==> src/hw/rtl/tpdss_pkg.sv <==
// ----------------------------------------------------------------------------
// tpdss_pkg: shared types and constants of the three-phase DDS sine core
// Widths, phase offsets, register codes, the queue command type and the
// quarter-wave sine table.
// ----------------------------------------------------------------------------
package tpdss_pkg;

  // Phase accumulator and quarter-wave table geometry.
  localparam int PHASE_BITS  = 32;
  localparam int SEG_BITS    = 6;
  localparam int FRAC_BITS   = PHASE_BITS - 2 - SEG_BITS;
  localparam int IDX_W       = SEG_BITS + 1;
  localparam int SINE_MAG_W  = 15;

  // Field widths of the result beat.
  localparam int SINE_W      = 16;
  localparam int VOLT_W      = 17;
  localparam int RAMP_W      = 17;
  localparam int MOD_W       = 17;
  localparam int PHASE_NOW_W = 32;
  localparam int OUT_FIELDS_W = 3 * SINE_W + 3 * VOLT_W + RAMP_W + MOD_W + PHASE_NOW_W;
  localparam int OUT_TDATA_W  = ((OUT_FIELDS_W + 7) / 8) * 8;
  localparam int IN_TDATA_W   = 8;

  // Configuration port.
  localparam int CFG_INDEX_W = 2;
  localparam int CFG_DATA_W  = 32;
  localparam logic [CFG_INDEX_W-1:0] CFG_PHASE_INC  = 2'd0;
  localparam logic [CFG_INDEX_W-1:0] CFG_PEAK_AMP   = 2'd1;
  localparam logic [CFG_INDEX_W-1:0] CFG_RAMP_STEP  = 2'd2;
  localparam logic [CFG_INDEX_W-1:0] CFG_MOD_TARGET = 2'd3;

  localparam logic [31:0]       PHASE_INC_RST  = 32'd25769804;
  localparam logic [15:0]       PEAK_AMP_RST   = 16'd0;
  localparam logic [RAMP_W-1:0] RAMP_STEP_RST  = 17'd7;
  localparam logic [MOD_W-1:0]  MOD_TARGET_RST = 17'd0;

  // Phase offsets of 120 and 240 degrees, rounded.
  localparam logic [PHASE_BITS-1:0] OFF120 =
    PHASE_BITS'(((64'd1 << PHASE_BITS) + 64'd1) / 64'd3);
  localparam logic [PHASE_BITS-1:0] OFF240 =
    PHASE_BITS'(((64'd1 << (PHASE_BITS + 1)) + 64'd1) / 64'd3);

  // Unity in Q1.16.
  localparam logic [RAMP_W-1:0] RAMP_FULL = 17'h10000;

  // Shared multiplier: the A side holds the 32-bit amplitude product.
  localparam int MUL_A_W  = 32;
  localparam int MUL_B_W  = (FRAC_BITS > RAMP_W) ? FRAC_BITS : RAMP_W;
  localparam int PROD_W   = MUL_A_W + MUL_B_W;
  localparam int VOLT_SHIFT = 31;
  localparam int MOD_SHIFT  = 16;

  // Front-to-back command queue.
  localparam int QUEUE_DEPTH = 2;
  localparam int QPTR_W      = $clog2(QUEUE_DEPTH);
  localparam int QCNT_W      = $clog2(QUEUE_DEPTH + 1);

  typedef enum logic {
    KIND_TICK    = 1'b0,
    KIND_RESTART = 1'b1
  } kind_t;

  typedef struct packed {
    logic  valid;
    kind_t kind;
  } cmd_t;

  typedef struct packed {
    logic [31:0]       phase_increment;
    logic [15:0]       peak_amplitude;
    logic [RAMP_W-1:0] ramp_step;
    logic [MOD_W-1:0]  modulation_target;
  } cfg_t;

  // Quarter-wave table: round(32768 * sin(k * 90 deg / 64)), top entry capped.
  function automatic logic [SINE_MAG_W-1:0] sine_rom(input logic [IDX_W-1:0] k);
    unique case (k)
      7'd0:  sine_rom = 15'd0;
      7'd1:  sine_rom = 15'd804;
      7'd2:  sine_rom = 15'd1608;
      7'd3:  sine_rom = 15'd2411;
      7'd4:  sine_rom = 15'd3212;
      7'd5:  sine_rom = 15'd4011;
      7'd6:  sine_rom = 15'd4808;
      7'd7:  sine_rom = 15'd5602;
      7'd8:  sine_rom = 15'd6393;
      7'd9:  sine_rom = 15'd7180;
      7'd10: sine_rom = 15'd7962;
      7'd11: sine_rom = 15'd8740;
      7'd12: sine_rom = 15'd9512;
      7'd13: sine_rom = 15'd10279;
      7'd14: sine_rom = 15'd11039;
      7'd15: sine_rom = 15'd11793;
      7'd16: sine_rom = 15'd12540;
      7'd17: sine_rom = 15'd13279;
      7'd18: sine_rom = 15'd14010;
      7'd19: sine_rom = 15'd14733;
      7'd20: sine_rom = 15'd15447;
      7'd21: sine_rom = 15'd16151;
      7'd22: sine_rom = 15'd16846;
      7'd23: sine_rom = 15'd17531;
      7'd24: sine_rom = 15'd18205;
      7'd25: sine_rom = 15'd18868;
      7'd26: sine_rom = 15'd19520;
      7'd27: sine_rom = 15'd20160;
      7'd28: sine_rom = 15'd20788;
      7'd29: sine_rom = 15'd21403;
      7'd30: sine_rom = 15'd22006;
      7'd31: sine_rom = 15'd22595;
      7'd32: sine_rom = 15'd23170;
      7'd33: sine_rom = 15'd23732;
      7'd34: sine_rom = 15'd24279;
      7'd35: sine_rom = 15'd24812;
      7'd36: sine_rom = 15'd25330;
      7'd37: sine_rom = 15'd25833;
      7'd38: sine_rom = 15'd26320;
      7'd39: sine_rom = 15'd26791;
      7'd40: sine_rom = 15'd27246;
      7'd41: sine_rom = 15'd27684;
      7'd42: sine_rom = 15'd28106;
      7'd43: sine_rom = 15'd28511;
      7'd44: sine_rom = 15'd28899;
      7'd45: sine_rom = 15'd29269;
      7'd46: sine_rom = 15'd29622;
      7'd47: sine_rom = 15'd29957;
      7'd48: sine_rom = 15'd30274;
      7'd49: sine_rom = 15'd30572;
      7'd50: sine_rom = 15'd30853;
      7'd51: sine_rom = 15'd31114;
      7'd52: sine_rom = 15'd31357;
      7'd53: sine_rom = 15'd31581;
      7'd54: sine_rom = 15'd31786;
      7'd55: sine_rom = 15'd31972;
      7'd56: sine_rom = 15'd32138;
      7'd57: sine_rom = 15'd32286;
      7'd58: sine_rom = 15'd32413;
      7'd59: sine_rom = 15'd32522;
      7'd60: sine_rom = 15'd32610;
      7'd61: sine_rom = 15'd32679;
      7'd62: sine_rom = 15'd32729;
      7'd63: sine_rom = 15'd32758;
      7'd64: sine_rom = 15'd32767;
      default: sine_rom = '0;
    endcase
  endfunction

endpackage

==> src/hw/rtl/tpdss_front.sv <==
// ----------------------------------------------------------------------------
// tpdss_front: input acceptance and command queue
// Takes input beats, classifies each as a tick or a restart and holds them
// in a short queue for the execution sequencer.
// ----------------------------------------------------------------------------
module tpdss_front (
  input  logic                              clk,
  input  logic                              rst_n,
  input  logic                              in_tvalid,
  output logic                              in_tready,
  input  logic [tpdss_pkg::IN_TDATA_W-1:0]  in_tdata,
  input  logic                              pop,
  output tpdss_pkg::cmd_t                   cmd
);
  import tpdss_pkg::*;

  kind_t             q_r   [0:QUEUE_DEPTH-1];
  kind_t             q_nxt [0:QUEUE_DEPTH-1];
  logic [QPTR_W-1:0] wr_ptr_r, wr_ptr_nxt;
  logic [QPTR_W-1:0] rd_ptr_r, rd_ptr_nxt;
  logic [QCNT_W-1:0] count_r, count_nxt;
  logic              push;
  kind_t             kind_in;

  assign in_tready = (count_r != QCNT_W'(QUEUE_DEPTH));
  assign push      = in_tvalid && in_tready;
  assign kind_in   = in_tdata[0] ? KIND_RESTART : KIND_TICK;

  assign cmd.valid = (count_r != '0);
  assign cmd.kind  = q_r[rd_ptr_r];

  always_comb begin
    q_nxt      = q_r;
    wr_ptr_nxt = wr_ptr_r;
    rd_ptr_nxt = rd_ptr_r;
    if (push) begin
      q_nxt[wr_ptr_r] = kind_in;
      wr_ptr_nxt      = wr_ptr_r + QPTR_W'(1);
    end
    if (pop) begin
      rd_ptr_nxt = rd_ptr_r + QPTR_W'(1);
    end
    count_nxt = count_r + QCNT_W'(push) - QCNT_W'(pop);
  end

  always_ff @(posedge clk) begin
    if (!rst_n) begin
      wr_ptr_r <= '0;
      rd_ptr_r <= '0;
      count_r  <= '0;
    end else begin
      wr_ptr_r <= wr_ptr_nxt;
      rd_ptr_r <= rd_ptr_nxt;
      count_r  <= count_nxt;
    end
  end

  always_ff @(posedge clk) begin
    q_r <= q_nxt;
  end

endmodule

==> config.mk <==
export PLATFORM = sky130hd
export DESIGN_NAME = tpdss_front
export DESIGN_NICKNAME = d
export VERILOG_FILES = /design/src/hw/rtl/tpdss_pkg.sv /design/src/hw/rtl/tpdss_front.sv
export SDC_FILE = /design/constraint.sdc
export NUM_CORES = 1
export LEC_CHECK = 0
export BUFFER_PORTS_ARGS = -buffer_cell sky130_fd_sc_hd__buf_2
export CAP_MARGIN = 20
export CELL_PAD_IN_SITES_DETAIL_PLACEMENT = 1
export CELL_PAD_IN_SITES_GLOBAL_PLACEMENT = 1
export CORE_AREA = 10 10 47 49
export CTS_CLUSTER_DIAMETER = 200
export DETAILED_ROUTE_END_ITERATION = 12
export DIE_AREA = 0 0 57 59
export PLACE_DENSITY = 0.57
export SLEW_MARGIN = 40
export SYNTH_ARGS = -nofsm -noshare
export SYNTH_HDL_FRONTEND = slang
export SYNTH_SLANG_ARGS = --single-unit
==> constraint.sdc <==
create_clock -name clk -period 1.4 [get_ports clk]
set_input_delay 0.28 -clock clk [delete_from_list [all_inputs] [get_ports clk]]
set_output_delay 0.28 -clock clk [all_outputs]
set_load 0.01 [all_outputs]
# == Yosys cells after proc, flatten, opt, wreduce, memory -nomap -nowiden ==
# Index checks and enable logic that the tools add are counted.
# word_totals
reg_bits,6
latchBits,0
ram_bits,0
mem_bits_ro,0
out_inout_bits,3
word_cells,25
mem_count,0
# op_classes
add_sub_neg,4
mul,0
div,0
order_cmp,3
eq_ne,1
shift,0
mux,7
n_bitwise,2
reduce_logical,3
# op_table
cell,count
1-bit 2-to-1 mux,5
2-bit greater-or-equal comparator (second input constant),2
1-bit NOT with 2-bit output,2
1-bit adder (second input constant),2
2-bit by 1-bit adder with 2-bit output,1
2-bit bitwise mux,1
1-bit logical AND,2
2-bit by 1-bit < comparator with 1-bit output (second input constant),1
2-bit inequality test (second input constant),1
2-bit nonzero test,1
2-bit by 1-bit subtractor with 2-bit output,1
1-bit demux with 1-bit select,1

# == Longest topological paths before layout ==
# logic_depth
depth_word,6
depth_mapped,7

# == Worst setup path after synthesis ==
# No wires, ideal clock.
# synth_path
path_kind,register to register
startpoint,register count_r[0]
endpoint,register count_r[1]
arrival_ns,1.367
t_required_ns,1.280
slack_ns,-0.087
stages_incl_launch_ff,8
n_path_buf,0
period_less_slack_ns,1.487
path_cell_list,dfxtp_1 nand2b_1 nand2_1 xnor2_1 ha_1 nand3b_1 mux2i_1 a211o_1
# synth_between
elab_chain_cells,4
# synth_rtl
element,line,rtl
from (decl),tpdss_front.sv:21,"logic [QCNT_W-1:0] count_r, count_nxt;"
from (signal assigned),tpdss_front.sv:54,count_r <= count_nxt;
2-bit inequality test,tpdss_front.sv:25,assign in_tready = (count_r != QCNT_W'(QUEUE_DEPTH));
via in_tready,tpdss_front.sv:10,"output logic in_tready,"
1-bit logical AND,tpdss_front.sv:26,assign push = in_tvalid && in_tready;
2-bit by 1-bit adder with 2-bit output,tpdss_front.sv:43,count_nxt = count_r + QCNT_W'(push) - QCNT_W'(pop);
2-bit by 1-bit subtractor with 2-bit output,tpdss_front.sv:43,
# The timed path passes the listed nets, and every way through them passes these cells.
# A chain may end at the register's enable or synchronous reset.

# == Worst setup path after layout ==
# layout_path
startpoint,register count_r[0]
endpoint,register count_r[1]
# layout_between
elab_chain_cells,4
# layout_rtl
element,line
2-bit inequality test,tpdss_front.sv:25
1-bit logical AND,tpdss_front.sv:26
2-bit by 1-bit adder with 2-bit output (*),tpdss_front.sv:43
2-bit by 1-bit subtractor with 2-bit output (*),tpdss_front.sv:43
# Every way passes the cells marked *; elsewhere a longest branch is shown, timed or not.

==> impl_metrics.toml <==
[min_path]
hp-class = "in -> reg"
hold_start = "in_tdata[0]"

[logic_synthesis]
avgSynthCellArea_um2 = 10.3
synth_nets = 43
syn_inst = 30
synthesis.area_um2 = 310
synth_most_common_cell = "dfxtp_1"
synth_top_area_share_pct = 25.8
muxShareOfSynthArea_pct = 6.85
yosysWarningCount = 0
synth_area_leaders = "dfxtp_1, edfxtp_1, xnor2_1, nand3b_1, ha_1"
synth-main-ff-cell = "dfxtp_1"
yosys.area.top_type = "dfxtp_1"
ys_ff_latch = 6
synth-compound-area-share_pct = 13.7
synth.distinct_cells = 21
synthAdderAreaFrac_pct = 4.03
synth_commonest_cells = "dfxtp_1, inv_1"
ys_seq_area_share_pct = 45.2
synthArstFlopShare_pct = 0
synthSimpleGateAreaFrac_pct = 21.0
synth_top_family_by_area = "simple AND/OR/NAND/NOR gates"
synth_edf_count = 2
synth_xor_xnor_area_share_pct = 5.65

[grt]
antenna_found_initial = 0
grt_pass1_wl_mm = 1.33
track_usage_pct = 5.36
grt_max_degree = 7
grt_overflow_total = 0
grt_pass1_vias = 304

[final_layout]
area_delta_synth_final_pct = 46.8
fillers = 167
post_route_cells_drive_above_1_share_pct = 59.1
diodes = 0
nets = 59

[critical_path]
regToRegEndpoint = "count_r[1]$_SDFF_PN0_"
crit_arrival_ns = 1.53
startpoint_type = "flop"
cp.required_ns = 1.54
worstSetupPathType = "reg -> reg"
r2r_cells = 7
endpoint = "count_r[1]$_SDFF_PN0_"
crit-reg2reg-launch = "count_r[0]$_SDFF_PN0_"
r2r_slack_ns = 0.005
crit_path_max_incr_delay_ns = 0.32
endpoint_kind = "flop"
critPathLaunch = "count_r[0]$_SDFF_PN0_"
slowest_stage = "dfxtp_2"
path_cells = "nand2b_4, nand2_2, xnor2_2, ha_2, nand3b_1, mux2i_1, a211o_1"
cp_max_fo = 4

[power_and_ir_drop]
p_comb_share_pct = 34.3
seq_power_share_pct = 37.5
p_int_mw = 0.424
ir_drop_v = 0.000441
p_per_area_nw_per_um2 = 1310
switching_share_pct = 28.8
p_clk_share_pct = 28.2
p_switching_mw = 0.172
power.leakage_nw = 0.206

[floorplan]
die-area_um2 = 3360
die_width_um = 57
row_count = 14
io_pins = 15
die_h_um = 59
start_util_pct = 22.1
core_region_area_um2 = 1400

[sta]
fmax_ghz = 0.717
max_slew_margin_pct = 82.1
setup_violations = 0
skew_ns = 0.00330
slew_viol_final = 0
rsz0062_at_grt = "yes"
worst_pin_slew_ns = 0.265
layout_setup_ws_ns = 0.00461
hold_viol = 0
whs_ns = 0.217
finalCriticalPeriod_ns = 1.40
finalCritPeriodShare_pct = 99.7

[cts]
cts_setup_buffers = 0
clock-sinks = 6
path_clk_slew_ns = 0.05
clk_latency_ns = 0.25
cts_root_buf = "clkbuf_4"
cts_made_buffers = 3
htree_levels = 1
cts_buffer_depth = 2
cts_tree = "built"

[detailed_routing]
wl_per_cell_um = 13.6
drt-total-wl_um = 816
drtPass1Iterations = 3
vias = 276
vias_per_cell = 4.60
ant_nets = 0
drt_iter0_drc = 1
route.detailed.drc = 0

[outcome]
status = "completed"

[place]
dp_hpwl_um = 677
pre_cts_ws_ns = -0.0120
port_buffers = 7
gp_congestion = 0.700

[run]
cap_viol_max_count = 0
## critical path, delay by kind of cell (launching register included)
family	cells	cell delay [ns]
xor+xnor	1	0.11
compound gates	1	0.23
mux	1	0.07
flops	1	0.32
simple gates	3	0.34
fa+ha+maj	1	0.22
## area by class of cell
class	count	area (um^2)	share of cell area, %
Multi-Input combinational cell	21	186	40.9
Clock buffer	3	22.5	4.95
Inverter	3	11.3	2.47
Sequential cell	6	144	31.6
Tap cell	16	20.0	4.40
Timing Repair Buffer	11	71.3	15.7
## logic make-up (layout without fill, tap and decap cells)
group           after synthesis  after routing
simple gates                 11             11
flops                         6              6
compound gates                5              5
buf+inv                       3             17
xor+xnor                      2              2
mux                           2              2
fa+ha+maj                     1              1
## layer usage
metal | routed length (um) | up-vias | track usage, %
met5 | 0 | - | 0
met2 | 430 | 8 | 8.99
li1 | - | 133 | -
met1 | 315 | 132 | 4.51
met4 | 31 | 0 | 6.04
met3 | 39 | 3 | 2.15
## worst min-delay path by stage
| stage | end | slack, ns | depth (start not counted) |
|---|---|---|---|
| 3_3_place_gp | q_r[0]$_DFFE_PP_ | 0.47 | 1 |
| 6_report | q_r[1]$_DFFE_PP_ | 0.22 | 1 |
| 3_5_place_dp | q_r[0]$_DFFE_PP_ | 0.48 | 1 |
| 2_1_floorplan | q_r[0]$_DFFE_PP_ | 0.38 | 0 |
| 4_1_cts | q_r[1]$_DFFE_PP_ | 0.21 | 1 |
| 5_1_grt | q_r[1]$_DFFE_PP_ | 0.21 | 1 |
## state kept, by name, indices dropped and copies added (netlist names)
signal and cells:
wr_ptr_r 1, rd_ptr_r 1, count_r 2, q_r 2
## placed cells by master, fill, tap and decap left out, drive strengths merged
master and count:
nor4b 1, a211o 1, mux2 1, ha 1, and2 1, a21bo 1
dfxtp 4, edfxtp 2, a211oi 1, xnor2 2, nand2 2, buf 11
nand2b 1, clkbuf 3, nand3 1, inv 3, mux2i 1, a21oi 1
a21boi 1, and3 1, or2 1, nand3b 2, nor2 1
## timing repair
| item | in CTS | in global routing |
|---|---|---|
| pin swaps | 1 | 1 |
| resized for setup | 5 | 2 |
| endpoints found under the setup margin | 2 | 2 |
| cloned | 0 | 0 |
| hold buffers | 0 | 0 |
## power groups by stage
stage / clock, mW / combinational (mW) / sequential [mW]
floorplan: 0 / 0.0940 / 0.229
global placement: 0 / 0.166 / 0.222
detailed placement: 0 / 0.179 / 0.225
CTS: 0.176 / 0.207 / 0.223
global route: 0.186 / 0.225 / 0.225
finish: 0.168 / 0.204 / 0.224
## metrics by stage
| stage | utilization, % | TNS (ns) | instances | total power, mW | cell area, um^2 |
|---|---|---|---|---|---|
| finish | 32.5 | 0 | 60 | 0.595 | 455 |
| global route | 32.5 | -0.0476 | 60 | 0.637 | 455 |
| CTS | 32.1 | -0.00224 | 60 | 0.606 | 449 |
| detailed placement | 29.0 | -0.0120 | 57 | 0.404 | 407 |
| global placement | 29.0 | 0 | 57 | 0.389 | 407 |
| floorplan | - | 0 | 30 | 0.323 | 322 |
Power figures use the tool's default switching activity.
